`config.mk`:
```
export PLATFORM = sky130hd
export DESIGN_NAME = pulse_period_tachometer_unit
export DESIGN_NICKNAME = d
export VERILOG_FILES = /design/src/rtl/core/ppt_pkg.sv /design/src/rtl/core/pulse_period_tachometer_unit.sv /design/src/rtl/core/ppt_front.sv /design/src/rtl/core/ppt_queue.sv /design/src/rtl/core/ppt_back.sv
export VERILOG_INCLUDE_DIRS = /design/src /design/src/rtl/core
export SDC_FILE = /design/constraint.sdc
export NUM_CORES = 1
export LEC_CHECK = 0
export BUFFER_PORTS_ARGS = -buffer_cell sky130_fd_sc_hd__buf_4
export CORE_AREA = 2 2 216 133
export DETAILED_ROUTE_END_ITERATION = 10
export DIE_AREA = 0 0 218 135
export GPL_ROUTABILITY_DRIVEN = 0
export GPL_TIMING_DRIVEN = 0
export PLACE_DENSITY = 0.86
export SETUP_SLACK_MARGIN = 0.02
export SLEW_MARGIN = 20
export SYNTH_ARGS = -nofsm -noshare
export SYNTH_HDL_FRONTEND = slang
export SYNTH_SLANG_ARGS = --single-unit
```
`constraint.sdc`:
```
create_clock -name aclk -period 6.3 [get_ports aclk]
set_input_delay 1.575 -clock aclk [delete_from_list [all_inputs] [get_ports aclk]]
set_output_delay 1.575 -clock aclk [all_outputs]
set_load 0.05 [all_outputs]
```
`src/rtl/core/pulse_period_tachometer_unit_macros.svh`:
```
// Assertion macros shared by the tachometer RTL.
`ifndef PULSE_PERIOD_TACHOMETER_UNIT_MACROS_SVH
`define PULSE_PERIOD_TACHOMETER_UNIT_MACROS_SVH
`ifndef NO_ASSERTIONS
// Same-cycle implication, checked at the rising clock edge outside reset.
`define PPT_ASSERT_IMP(label, clk, rstn, ante, cons) \
    label: assert property (@(posedge clk) disable iff (!rstn) (ante) |-> (cons)) \
        else $error("assertion failed in tachometer logic");
// Next-cycle implication, checked at the rising clock edge outside reset.
`define PPT_ASSERT_NEXT(label, clk, rstn, ante, cons) \
    label: assert property (@(posedge clk) disable iff (!rstn) (ante) |=> (cons)) \
        else $error("assertion failed in tachometer logic");
`else
`define PPT_ASSERT_IMP(label, clk, rstn, ante, cons)
`define PPT_ASSERT_NEXT(label, clk, rstn, ante, cons)
`endif
`endif

```
`src/rtl/core/ppt_pkg.sv`:
```
// Package with the types, codes and constants of the tachometer.
package ppt_pkg;

    // Field and register widths.
    localparam int TS_W       = 32;
    localparam int GLITCH_W   = 16;
    localparam int PERIOD_W   = 20;
    localparam int CFG_DATA_W = 20;
    localparam int CFG_IDX_W  = 2;
    localparam int RPM_W      = 26;
    localparam int DIV_W      = PERIOD_W + 1;
    localparam int CNT_W      = $clog2(RPM_W);
    localparam int S_TDATA_W  = 32;
    localparam int M_TDATA_W  = 32;

    // Kind of an input item, carried in tuser.
    localparam logic OP_EDGE   = 1'b0;
    localparam logic OP_REPORT = 1'b1;

    // Register indexes of the configuration port.
    localparam logic [CFG_IDX_W-1:0] CFG_GLITCH     = 2'd0;
    localparam logic [CFG_IDX_W-1:0] CFG_MIN_PERIOD = 2'd1;
    localparam logic [CFG_IDX_W-1:0] CFG_MAX_PERIOD = 2'd2;

    // Reset values of the configuration registers.
    localparam logic [GLITCH_W-1:0] GLITCH_RESET     = 16'd500;
    localparam logic [PERIOD_W-1:0] MIN_PERIOD_RESET = 20'd1000;
    localparam logic [PERIOD_W-1:0] MAX_PERIOD_RESET = 20'd100000;

    // Microseconds per minute: the dividend of the speed calculation.
    localparam logic [RPM_W-1:0] RPM_NUMERATOR = 26'd60000000;

    localparam int QUEUE_DEPTH_DEFAULT = 4;

    // One report job handed from the front end to the divider.
    typedef struct packed {
        logic                in_range;
        logic [PERIOD_W-1:0] period;
    } job_t;

    typedef enum logic [1:0] {
        BK_IDLE,
        BK_DIVIDE,
        BK_PUBLISH
    } bk_state_t;

endpackage

```
`src/rtl/core/pulse_period_tachometer_unit.sv`:
```
// Top level of the pulse period tachometer.
//
// The tachometer turns rising pulse edges into a motor speed. Each input item is
// either an edge (tuser low) with a free-running 32-bit microsecond timestamp in
// tdata, or a report request (tuser high, tdata ignored). An edge stores the
// wrap-around gap since the previous edge as the pulse period, or zero when the
// gap is shorter than the glitch limit; the first edge after reset measures from
// time zero. A report returns one item holding rpm = 60000000 / (1 + period) when
// the period lies between the minimum and maximum limits, and zero otherwise.
// Edges produce no result. The front end takes one item every cycle: an edge is
// finished in that cycle, and a report is classified and placed in a small job
// queue. The back end runs a restoring divider that retires one quotient bit a
// cycle; a report in range passes through a start, 26 bit steps and a publish
// step, while a report out of range is answered from the idle state. Edges keep
// flowing during a division; input is held off only while the job queue is full.
// The result sits in an output register, so a stalled result does not block the
// divider from starting on the next job. The limits must be written through the
// configuration port only while the block is idle, which the block does not
// enforce; a write to an index beyond the three registers is ignored.
module pulse_period_tachometer_unit #(
    parameter int QUEUE_DEPTH = ppt_pkg::QUEUE_DEPTH_DEFAULT
) (
    input  logic                           aclk,
    input  logic                           aresetn,
    // Configuration: index 0 glitch_us, 1 min_period_us, 2 max_period_us.
    input  logic                           cfg_wr_en,
    input  logic [ppt_pkg::CFG_IDX_W-1:0]  cfg_index,
    input  logic [ppt_pkg::CFG_DATA_W-1:0] cfg_wdata,
    // Input items.
    input  logic                           s_tvalid,
    output logic                           s_tready,
    input  logic [ppt_pkg::S_TDATA_W-1:0]  s_tdata,   // [31:0] timestamp_us
    input  logic [0:0]                     s_tuser,   // [0] operation
    // Result items.
    output logic                           m_tvalid,
    input  logic                           m_tready,
    output logic [ppt_pkg::M_TDATA_W-1:0]  m_tdata    // [25:0] rpm, [31:26] zero
);

    logic          q_push;
    logic          q_full;
    logic          q_pop;
    logic          q_valid;
    ppt_pkg::job_t push_job;
    ppt_pkg::job_t head_job;

    // Front end: holds the limits, times the edges and classifies reports.
    ppt_front u_front (
        .aclk      (aclk),
        .aresetn   (aresetn),
        .cfg_wr_en (cfg_wr_en),
        .cfg_index (cfg_index),
        .cfg_wdata (cfg_wdata),
        .s_tvalid  (s_tvalid),
        .s_tready  (s_tready),
        .s_tdata   (s_tdata),
        .s_tuser   (s_tuser),
        .q_full    (q_full),
        .q_push    (q_push),
        .q_job     (push_job)
    );

    // Report jobs wait here, in order, until the divider is free.
    ppt_queue #(
        .DEPTH (QUEUE_DEPTH)
    ) u_queue (
        .aclk     (aclk),
        .aresetn  (aresetn),
        .push     (q_push),
        .push_job (push_job),
        .full     (q_full),
        .pop      (q_pop),
        .valid    (q_valid),
        .head_job (head_job)
    );

    // Back end: bit-serial division and the output register.
    ppt_back u_back (
        .aclk     (aclk),
        .aresetn  (aresetn),
        .q_valid  (q_valid),
        .q_job    (head_job),
        .q_pop    (q_pop),
        .m_tvalid (m_tvalid),
        .m_tready (m_tready),
        .m_tdata  (m_tdata)
    );

endmodule

```
`src/rtl/core/ppt_front.sv`:
```
// Front end: configuration registers, edge timing and report classification.
module ppt_front (
    input  logic                            aclk,
    input  logic                            aresetn,
    input  logic                            cfg_wr_en,
    input  logic [ppt_pkg::CFG_IDX_W-1:0]   cfg_index,
    input  logic [ppt_pkg::CFG_DATA_W-1:0]  cfg_wdata,
    input  logic                            s_tvalid,
    output logic                            s_tready,
    input  logic [ppt_pkg::S_TDATA_W-1:0]   s_tdata,
    input  logic [0:0]                      s_tuser,
    input  logic                            q_full,
    output logic                            q_push,
    output ppt_pkg::job_t                   q_job
);

    logic [ppt_pkg::GLITCH_W-1:0] glitch_reg;
    logic [ppt_pkg::PERIOD_W-1:0] min_period_reg;
    logic [ppt_pkg::PERIOD_W-1:0] max_period_reg;
    logic [ppt_pkg::TS_W-1:0]     last_edge_reg;
    logic [ppt_pkg::TS_W-1:0]     last_edge_next;
    logic [ppt_pkg::TS_W-1:0]     period_reg;
    logic [ppt_pkg::TS_W-1:0]     period_next;
    logic [ppt_pkg::TS_W-1:0]     gap;
    logic                         accept;
    logic                         is_edge;

    assign s_tready = !q_full;
    assign accept   = s_tvalid && s_tready;
    assign is_edge  = (s_tuser[0] == ppt_pkg::OP_EDGE);

    // Wrap-around gap since the previous edge; short gaps count as glitches.
    assign gap = s_tdata[ppt_pkg::TS_W-1:0] - last_edge_reg;

    always_comb begin
        last_edge_next = last_edge_reg;
        period_next    = period_reg;
        if (accept && is_edge) begin
            last_edge_next = s_tdata[ppt_pkg::TS_W-1:0];
            period_next    = (gap < ppt_pkg::TS_W'(glitch_reg)) ? '0 : gap;
        end
    end

    assign q_push         = accept && !is_edge;
    assign q_job.in_range = (period_reg >= ppt_pkg::TS_W'(min_period_reg)) &&
                            (period_reg <= ppt_pkg::TS_W'(max_period_reg));
    assign q_job.period   = period_reg[ppt_pkg::PERIOD_W-1:0];

    always_ff @(posedge aclk) begin
        if (!aresetn) begin
            glitch_reg     <= ppt_pkg::GLITCH_RESET;
            min_period_reg <= ppt_pkg::MIN_PERIOD_RESET;
            max_period_reg <= ppt_pkg::MAX_PERIOD_RESET;
            last_edge_reg  <= '0;
            period_reg     <= '0;
        end else begin
            last_edge_reg <= last_edge_next;
            period_reg    <= period_next;
            if (cfg_wr_en) begin
                unique case (cfg_index)
                    ppt_pkg::CFG_GLITCH:
                        glitch_reg <= cfg_wdata[ppt_pkg::GLITCH_W-1:0];
                    ppt_pkg::CFG_MIN_PERIOD:
                        min_period_reg <= cfg_wdata[ppt_pkg::PERIOD_W-1:0];
                    ppt_pkg::CFG_MAX_PERIOD:
                        max_period_reg <= cfg_wdata[ppt_pkg::PERIOD_W-1:0];
                    default: begin
                    end
                endcase
            end
        end
    end

endmodule

```
`src/rtl/core/ppt_queue.sv`:
```
// Short job queue between the front end and the divider.
`include "pulse_period_tachometer_unit_macros.svh"
module ppt_queue #(
    parameter int DEPTH = ppt_pkg::QUEUE_DEPTH_DEFAULT
) (
    input  logic          aclk,
    input  logic          aresetn,
    input  logic          push,
    input  ppt_pkg::job_t push_job,
    output logic          full,
    input  logic          pop,
    output logic          valid,
    output ppt_pkg::job_t head_job
);

    localparam int PTR_W = $clog2(DEPTH);
    localparam int CNT_W = $clog2(DEPTH + 1);

    ppt_pkg::job_t    entry_reg [DEPTH];
    logic [PTR_W-1:0] wr_ptr_reg;
    logic [PTR_W-1:0] wr_ptr_next;
    logic [PTR_W-1:0] rd_ptr_reg;
    logic [PTR_W-1:0] rd_ptr_next;
    logic [CNT_W-1:0] count_reg;
    logic [CNT_W-1:0] count_next;

    assign full     = (count_reg == CNT_W'(DEPTH));
    assign valid    = (count_reg != '0);
    assign head_job = entry_reg[rd_ptr_reg];

    always_comb begin
        wr_ptr_next = wr_ptr_reg;
        rd_ptr_next = rd_ptr_reg;
        count_next  = count_reg;
        if (push) begin
            wr_ptr_next = (wr_ptr_reg == PTR_W'(DEPTH - 1)) ? '0 : wr_ptr_reg + 1'b1;
        end
        if (pop) begin
            rd_ptr_next = (rd_ptr_reg == PTR_W'(DEPTH - 1)) ? '0 : rd_ptr_reg + 1'b1;
        end
        if (push && !pop) begin
            count_next = count_reg + 1'b1;
        end else if (pop && !push) begin
            count_next = count_reg - 1'b1;
        end
    end

    always_ff @(posedge aclk) begin
        if (!aresetn) begin
            wr_ptr_reg <= '0;
            rd_ptr_reg <= '0;
            count_reg  <= '0;
        end else begin
            wr_ptr_reg <= wr_ptr_next;
            rd_ptr_reg <= rd_ptr_next;
            count_reg  <= count_next;
        end
    end

    always_ff @(posedge aclk) begin
        if (push) begin
            entry_reg[wr_ptr_reg] <= push_job;
        end
    end

    `PPT_ASSERT_IMP(a_q_no_overflow, aclk, aresetn, push, !full)
    `PPT_ASSERT_IMP(a_q_no_underflow, aclk, aresetn, pop, valid)
    `PPT_ASSERT_IMP(a_q_count_range, aclk, aresetn, 1'b1, count_reg <= CNT_W'(DEPTH))

endmodule

```
`src/rtl/core/ppt_back.sv`:
```
// Back end: iterative speed division and the registered result stage.
`include "pulse_period_tachometer_unit_macros.svh"
module ppt_back (
    input  logic                          aclk,
    input  logic                          aresetn,
    input  logic                          q_valid,
    input  ppt_pkg::job_t                 q_job,
    output logic                          q_pop,
    output logic                          m_tvalid,
    input  logic                          m_tready,
    output logic [ppt_pkg::M_TDATA_W-1:0] m_tdata
);

    localparam int DIV_W = ppt_pkg::DIV_W;
    localparam int RPM_W = ppt_pkg::RPM_W;
    localparam int CNT_W = ppt_pkg::CNT_W;
    localparam logic [CNT_W-1:0] LAST_STEP = CNT_W'(RPM_W - 1);

    ppt_pkg::bk_state_t state_reg;
    ppt_pkg::bk_state_t state_next;

    logic [DIV_W-1:0] div_reg;
    logic [DIV_W-1:0] rem_reg;
    logic [RPM_W-1:0] dvd_reg;
    logic [RPM_W-1:0] quot_reg;
    logic [CNT_W-1:0] cnt_reg;
    logic [RPM_W-1:0] rpm_reg;
    logic             out_valid_reg;

    logic             out_free;
    logic             start_div;
    logic             load_zero;
    logic             load_quot;
    logic [DIV_W:0]   shifted;
    logic [DIV_W+1:0] trial;
    logic             fits;

    assign out_free = !out_valid_reg || m_tready;

    always_comb begin
        state_next = state_reg;
        unique case (state_reg)
            ppt_pkg::BK_IDLE: begin
                if (q_valid && q_job.in_range) begin
                    state_next = ppt_pkg::BK_DIVIDE;
                end
            end
            ppt_pkg::BK_DIVIDE: begin
                if (cnt_reg == LAST_STEP) begin
                    state_next = ppt_pkg::BK_PUBLISH;
                end
            end
            ppt_pkg::BK_PUBLISH: begin
                if (out_free) begin
                    state_next = ppt_pkg::BK_IDLE;
                end
            end
            default: state_next = ppt_pkg::BK_IDLE;
        endcase
    end

    always_comb begin
        start_div = 1'b0;
        load_zero = 1'b0;
        load_quot = 1'b0;
        unique case (state_reg)
            ppt_pkg::BK_IDLE: begin
                start_div = q_valid && q_job.in_range;
                load_zero = q_valid && !q_job.in_range && out_free;
            end
            ppt_pkg::BK_DIVIDE: begin
            end
            ppt_pkg::BK_PUBLISH: begin
                load_quot = out_free;
            end
            default: begin
            end
        endcase
    end

    assign q_pop = start_div || load_zero;

    // One restoring step: bring down the next dividend bit and try the divisor.
    assign shifted = {rem_reg, dvd_reg[RPM_W-1]};
    assign trial   = {1'b0, shifted} - {2'b00, div_reg};
    assign fits    = !trial[DIV_W+1];

    always_ff @(posedge aclk) begin
        if (!aresetn) begin
            state_reg     <= ppt_pkg::BK_IDLE;
            out_valid_reg <= 1'b0;
        end else begin
            state_reg <= state_next;
            if (load_zero || load_quot) begin
                out_valid_reg <= 1'b1;
            end else if (m_tready) begin
                out_valid_reg <= 1'b0;
            end
        end
    end

    always_ff @(posedge aclk) begin
        if (start_div) begin
            div_reg  <= {1'b0, q_job.period} + DIV_W'(1);
            rem_reg  <= '0;
            dvd_reg  <= ppt_pkg::RPM_NUMERATOR;
            quot_reg <= '0;
            cnt_reg  <= '0;
        end else if (state_reg == ppt_pkg::BK_DIVIDE) begin
            rem_reg  <= fits ? trial[DIV_W-1:0] : shifted[DIV_W-1:0];
            dvd_reg  <= {dvd_reg[RPM_W-2:0], 1'b0};
            quot_reg <= {quot_reg[RPM_W-2:0], fits};
            cnt_reg  <= cnt_reg + 1'b1;
        end
        if (load_zero) begin
            rpm_reg <= '0;
        end else if (load_quot) begin
            rpm_reg <= quot_reg;
        end
    end

    assign m_tvalid = out_valid_reg;
    assign m_tdata  = {{(ppt_pkg::M_TDATA_W - RPM_W){1'b0}}, rpm_reg};

    `PPT_ASSERT_IMP(a_bk_step_range, aclk, aresetn,
        state_reg == ppt_pkg::BK_DIVIDE, cnt_reg <= LAST_STEP)
    `PPT_ASSERT_IMP(a_bk_divisor_nonzero, aclk, aresetn,
        state_reg == ppt_pkg::BK_DIVIDE, div_reg != '0)
    `PPT_ASSERT_NEXT(a_bk_start_divides, aclk, aresetn,
        start_div, state_reg == ppt_pkg::BK_DIVIDE)

endmodule

```
==> out/qor.yml, run 1 <==
power:
  powerDensity_mw_per_mm2: 381
  peakVddDrop_mv: 0.232
  leakagePower_nw: 7.51
  power_mw: 7.26
synth:
  synth_top_family_by_area: "compound AO/OA/AOI/OAI gates"
  synthXorXnorAreaFrac: 0.0312
  yosys_warnings: 0
  synth_compound_area_frac: 0.171
  yosysTopAreaCell: "dfxtp_1"
  synth_area_per_cell_um2: 9.16
  async_reset_ff_frac: 0
  ys_types: 79
  synth_ff_type: "dfxtp_1"
  synthMuxAreaShare: 0.0317
  synth-simple-area-share: 0.166
  syn_area_mm2: 0.0168
  synth-seq-area-share: 0.458
  yosys-top-cells-area: "dfxtp_1 (27%), edfxtp_1 (19%), nand2_1 (9.2%)"
  netlist_instances: 1838
  synth_seq_cells: 333
  synth_fa_ha_area_frac: 0.0898
  synth_top_area_frac: 0.271
  synth_edf_count: 105
floorplanning:
  core_region_area_mm2: 0.0273
  chipHeight_um: 135
  start_util: 0.617
  row_count: 47
  die_w_um: 218
  dieArea_mm2: 0.0294
  num_io_pins: 94
critical_path:
  worstPathArrival_ns: 5.95
  cp-start-kind: "primary input"
  r2r_start: "u_front.last_edge_reg[4]"
  critPathKind: "in -> reg"
  critical_path.max_fanout: 10
  cp-startpoint: "s_tdata[4]"
  required_ns: 6.77
  endpoint_kind: "register"
clocking:
  numCtsBuffers: 31
  clk_pin_slew_worst_paths_ns: 0.07
  holdBufCountCts: 0
  clock_sinks: 333
  clockRootBuffer: "clkbuf_16"
  cts_resized: 0
  post_cts_buffers: 0
  clkLatencyLatePin_ns: 0.58
  clk_path_buf_depth: 3
  htree_num_levels: 1
  cts_tree: "done"
global_routing:
  grt.met1_usage: 0.410
  grt_use_met2: 0.462
  grt.overflow.total: 0
  antenna_found_initial: 0
  busiest_layer: "met2"
  track_usage: 0.289
  grt_max_degree: 31
  grt_pass1_wl_um: 68600
  grt_pass1_vias: 13600
  use_met3: 0.0489
worst_hold_path:
  hold_path.class: "reg -> reg"
  min-delay-start: "u_back.rpm_reg[5]"
timing:
  setup_viol_count_final: 0
  clock.fmax_mhz: 183
  fin_ws_ns: 0.821
  fin_skew_ns: 0.0119
  finalSetupTns_ns: 0
  report.final.slew_viol_count: 0
  final_hold_viol_count: 0
  rsz0062_at_grt: "false"
  min_period_ns: 5.48
  max-slew-margin-rel: 0.240
  post-route-period-util: 0.870
  tightestPinTransition_ns: 1.14
placement:
  numPortBuffers: 87
  dp_slack_ns: 0.311
  dpl.hpwl_um: 31100
  dpl-instance-area_mm2: 0.0180
routing:
  dr.pass1.iters: 8
  vias: 14000
  wl_per_cell_um: 17.9
  wirelength_um: 42200
  viasPerCell: 5.93
  antenna_left: 0
  drc: 0
  drt_iter0_drc: 1477
layout:
  antenna_cells: 0
  area_growth_pct: 13.0
  fin_area_mm2: 0.0190
  nets: 2142
  largest_reg_flops: 84
  drive_gt1_frac: 0.105
  final_util: 0.697
job:
  drv_cap: 0
run_status:
  status: "finished, final reports clean"
==> worst max-delay path, cell delays in order <==
cell and delay (ns):
buf_4 0.11, ha_1 0.36, a21o_1 0.22, a31oi_1 0.20
a21boi_1 0.19, nor3b_1 0.39, o221ai_1 0.22, a21o_1 0.22
a21oi_1 0.17, xnor2_1 0.18, ha_1 0.29, nand4_1 0.11
a21oi_1 0.06, a211oi_1 0.26, nand3_1 0.18, a2111oi_4 0.25
nand4bb_2 0.17, nor4_4 0.47, buf_6 0.24, o21ai_2 0.08
==> area by class of cell <==
type | count | area (µm²)
Fill cell | 1969 | 8260
Sequential cell | 333 | 7720
Timing Repair Buffer | 87 | 653
Buffer | 93 | 394
Clock buffer | 41 | 895
Tap cell | 367 | 459
Multi-Input combinational cell | 1286 | 8250
Clock inverter | 17 | 166
Inverter | 131 | 492
==> routing by layer <==
metal  vias to the layer above  wire length [µm]
li1                       6590                 -
met1                      6655             18600
met2                       629             18800
met3                       102              3670
met4                         0              1100
met5                         -                 0
==> layout by cell type, fill, tap and decap left out, types with 15 or more instances in the layout <==
cell type,count
nor2_1,66
nand3_1,29
a21boi_0,86
inv_1,130
nand2_1,412
clkbuf_1,78
buf_4,93
dfxtp_1,228
mux4_2,20
clkbuf_16,32
o21ai_0,62
nor2b_1,16
a21o_1,35
edfxtp_1,105
nand4_1,17
ha_1,116
xnor2_1,32
o211ai_1,23
nor3_1,22
and2_1,15
a21oi_1,135
xor2_1,28
==> logic make-up (layout without fill, tap and decap cells) <==
kind of cell               count (synthesis)  in the layout
adders and majority gates                119            119
other                                      1              6
xor gates and xnor gates                  60             60
DFF                                      333            333
muxes                                     28             28
AOI/OAI and AO/OA                        438            438
buffers and inverters                    224            369
and+or+nand+nor                          635            635
==> path summary, 6_finish.rpt <==
path	to	slack [ns]	depth (start not counted)
min	u_back.rpm_reg[5]	0.46	2
max reg2reg	u_front.period_reg[10]	1.57	20
max	u_front.period_reg[10]	0.82	20
min reg2reg	u_back.rpm_reg[5]	0.46	2
==> cells in the mapped netlist (23+ instances only) <==
| master | number |
|---|---|
| a21boi_0 | 86 |
| a21o_1 | 35 |
| a21oi_1 | 135 |
| clkbuf_1 | 76 |
| dfxtp_1 | 228 |
| edfxtp_1 | 105 |
| ha_1 | 116 |
| inv_1 | 130 |
| nand2_1 | 412 |
| nand3_1 | 29 |
| nor2_1 | 66 |
| o211ai_1 | 23 |
| o21ai_0 | 62 |
| xnor2_1 | 32 |
| xor2_1 | 28 |
==> power breakdown <==
part | switching, mW | total [mW] | internal [mW]
Combinational | 1.59 | 2.56 | 0.965
Sequential | 0.209 | 2.76 | 2.55
Clock | 0.845 | 1.94 | 1.09
Total | 2.64 | 7.26 | 4.61
==> through the flow <==
stage               cells  hold WS (ns)
global route         2355         0.468
finish               2355         0.455
CTS                  2355         0.455
global placement     2297         0.432
floorplan            1843         0.423
detailed placement   2297         0.444
Power figures use the tool's default switching activity.
==> run 2, diff against run 1 <==
--- a/config.mk
+++ b/config.mk
@@ -7,9 +7,11 @@
 export NUM_CORES = 1
 export LEC_CHECK = 0
 export BUFFER_PORTS_ARGS = -buffer_cell sky130_fd_sc_hd__buf_4
-export CORE_AREA = 2 2 216 133
+export CELL_PAD_IN_SITES_DETAIL_PLACEMENT = 0
+export CELL_PAD_IN_SITES_GLOBAL_PLACEMENT = 1
+export CORE_AREA = 2 2 245 151
 export DETAILED_ROUTE_END_ITERATION = 10
-export DIE_AREA = 0 0 218 135
+export DIE_AREA = 0 0 247 153
 export GPL_ROUTABILITY_DRIVEN = 0
 export GPL_TIMING_DRIVEN = 0
 export PLACE_DENSITY = 0.86
==> run 2 against run 1 <==
Against the previous run: global-route usage is 7.0 points lower; count of clock-buffer cells in the layout is 2 higher; total power is 0.83% lower.
==> out/qor.yml, run 2 (synthesis gave the netlist of run 1 again) <==
run_status:
  status: "finished, final reports clean"
clocking:
  numCtsBuffers: 31  # unchanged
  post_cts_buffers: 0  # unchanged
  clk_pin_slew_worst_paths_ns: 0.06  # about the same
  htree_num_levels: 1  # unchanged
  holdBufCountCts: 0  # unchanged
  clkLatencyLatePin_ns: 0.58  # about the same
  clockRootBuffer: "clkbuf_16"
  cts_resized: 0  # unchanged
  clock_sinks: 333  # unchanged
  cts_tree: "done"
  clk_path_buf_depth: 3  # unchanged
job:
  drv_cap: 0  # unchanged
layout:
  final_cell_mix: "nand2_1 (412), dfxtp_1 (228), a21oi_1 (135)"
  final_util: 0.538  # -0.160
  stdcell_count: 2463  # +4.6%
  fin_area_mm2: 0.0191  # +0.58%
  largest_reg_flops: 84  # unchanged
  area_growth_pct: 13.7
  drive_gt1_frac: 0.102  # -0.00297
  nets: 2142  # unchanged
  antenna_cells: 0  # unchanged
  final_common_cell: "nand2_1"
routing:
  wirelength_um: 41200  # -2.3%
  antenna_left: 0  # unchanged
  viasPerCell: 5.35  # -9.8%
  drt_iter0_drc: 961  # -35%
  wl_per_cell_um: 16.7  # -6.6%
  drc: 0  # unchanged
  vias: 13200  # -5.6%
  dr.pass1.iters: 5  # -3
global_routing:
  grt_pass1_wl_um: 66400  # -3.3%
  grt.overflow.total: 0  # unchanged
  grt_max_degree: 31  # unchanged
  antenna_found_initial: 0  # unchanged
  track_usage: 0.219  # -0.0702
  grt_pass1_vias: 12500  # -7.8%
timing:
  max-slew-margin-rel: 0.242  # +0.00238
  final_hold_viol_count: 0  # unchanged
  fin_skew_ns: 0.0149  # +0.00301 ns
  clock.fmax_mhz: 179  # -1.9%
  finalSetupTns_ns: 0  # unchanged
  tightestPinTransition_ns: 1.14  # -0.00356 ns
  setup_viol_count_final: 0  # unchanged
  rsz0062_at_grt: "false"
  report.final.slew_viol_count: 0  # unchanged
  post-route-period-util: 0.887  # +0.0172
  min_period_ns: 5.59  # +0.108 ns
critical_path:
  required_ns: 6.77  # about the same
  critical_path.max_fanout: 10  # unchanged
  cp-startpoint: "s_tdata[4]"
  cp_cell_sequence: "buf_4 > ha_1 > a21o_1 > a31oi_1 > a21boi_1 > nor3b_1 > o221ai_1 > a21o_1 > a21oi_1 > xnor2_1 > ha_1 > nand4_1 > a21oi_1 > a211oi_1 > nand3_1 > a2111oi_4 > nand4bb_2 > nor4_4 > buf_6 > o21ai_2"
  endpoint_kind: "register"
  cp_top_family: "compound AO/OA/AOI/OAI gates"
  critPathKind: "in -> reg"
  slowest_stage: "nor4_4"
  path_buf_inv: 2  # unchanged
  worstPathArrival_ns: 6.05  # +0.10 ns
  cp-start-kind: "primary input"
  r2r_start: "u_front.last_edge_reg[4]"
  max_stage_delay_ns: 0.51  # +0.04 ns
power:
  powerDensity_mw_per_mm2: 376  # -1.4%
  leakagePower_nw: 7.49  # -0.35%
  peakVddDrop_mv: 0.197  # -15%
placement:
  numPortBuffers: 87  # unchanged
  placed_cells: 2406  # +4.7%
  dpl-instance-area_mm2: 0.0181  # +0.76%
  dpl.hpwl_um: 31000  # -0.29%
floorplanning:
  core_region_area_mm2: 0.0356  # +30%
  num_io_pins: 94  # unchanged
  die_w_um: 247  # +13%
  start_util: 0.473  # -0.144
  chipHeight_um: 153  # +13%
  row_count: 54  # +15%
  dieArea_mm2: 0.0378  # +28%
worst_hold_path:
  hold_path.class: "reg -> reg"
  min-delay-start: "u_back.dvd_reg[8]"
==> run 2: final cells by class <==
type | instances | area (µm²)
Timing Repair Buffer | 87 | 653
Fill cell | 3206 | 16500
Sequential cell | 333 | 7720
Multi-Input combinational cell | 1286 | 8260
Tap cell | 476 | 596
Clock buffer | 43 | 862
Buffer | 93 | 394
Inverter | 131 | 492
Clock inverter | 14 | 169
==> run 2: where the power goes <==
group	internal, mW	total (mW)	switching, mW	leakage [nW]
clock network	1.11	1.94	0.822	0.504
logic	0.962	2.50	1.54	4.14
registers	2.55	2.76	0.205	2.84
total	4.63	7.19	2.56	7.49
==> run 2: final timing paths <==
| check | to | slack (ns) | cells after the start |
|---|---|---|---|
| worst max-delay path | u_front.period_reg[10] | 0.71 | 20 |
| worst min-delay path | u_back.dvd_reg[8] | 0.45 | 2 |
| worst max register to register | u_front.period_reg[10] | 1.48 | 20 |
| worst min register to register | u_back.dvd_reg[8] | 0.45 | 2 |
==> run 2: metal layers <==
metal  vias up  part of all wire  global-route usage
met1      6220              0.51               0.341
li1       6597                 -                   -
met5         -                 0                   0
met3        64             0.065              0.0337
met2       306              0.41               0.316
met4         0             0.020              0.0505
==> run 2: worst reg2reg max path, cell delays in order, from the launching register on <==
cell and delay [ns]:
dfxtp_1 0.33, inv_1 0.05, ha_1 0.35, a21o_1 0.22, a31oi_1 0.17, a21boi_1 0.17, nor3b_1 0.39, o221ai_1 0.27
a21o_1 0.23, a21oi_1 0.23, xnor2_1 0.20, ha_1 0.30, nand4_1 0.11, a21oi_1 0.06, a211oi_1 0.22, nand3_1 0.16
a2111oi_4 0.25, nand4bb_2 0.17, nor4_4 0.51, buf_6 0.25, o21ai_2 0.07
==> run 2: metrics by stage <==
step	hold WS (ns)	setup WS [ns]	power, mW
CTS	0.448	0.782	7.21
detailed placement	0.437	0.182	5.25
global placement	0.433	0.176	5.18
floorplan	0.423	1.08	4.58
finish	0.446	0.713	7.19
global route	0.458	0.295	7.64
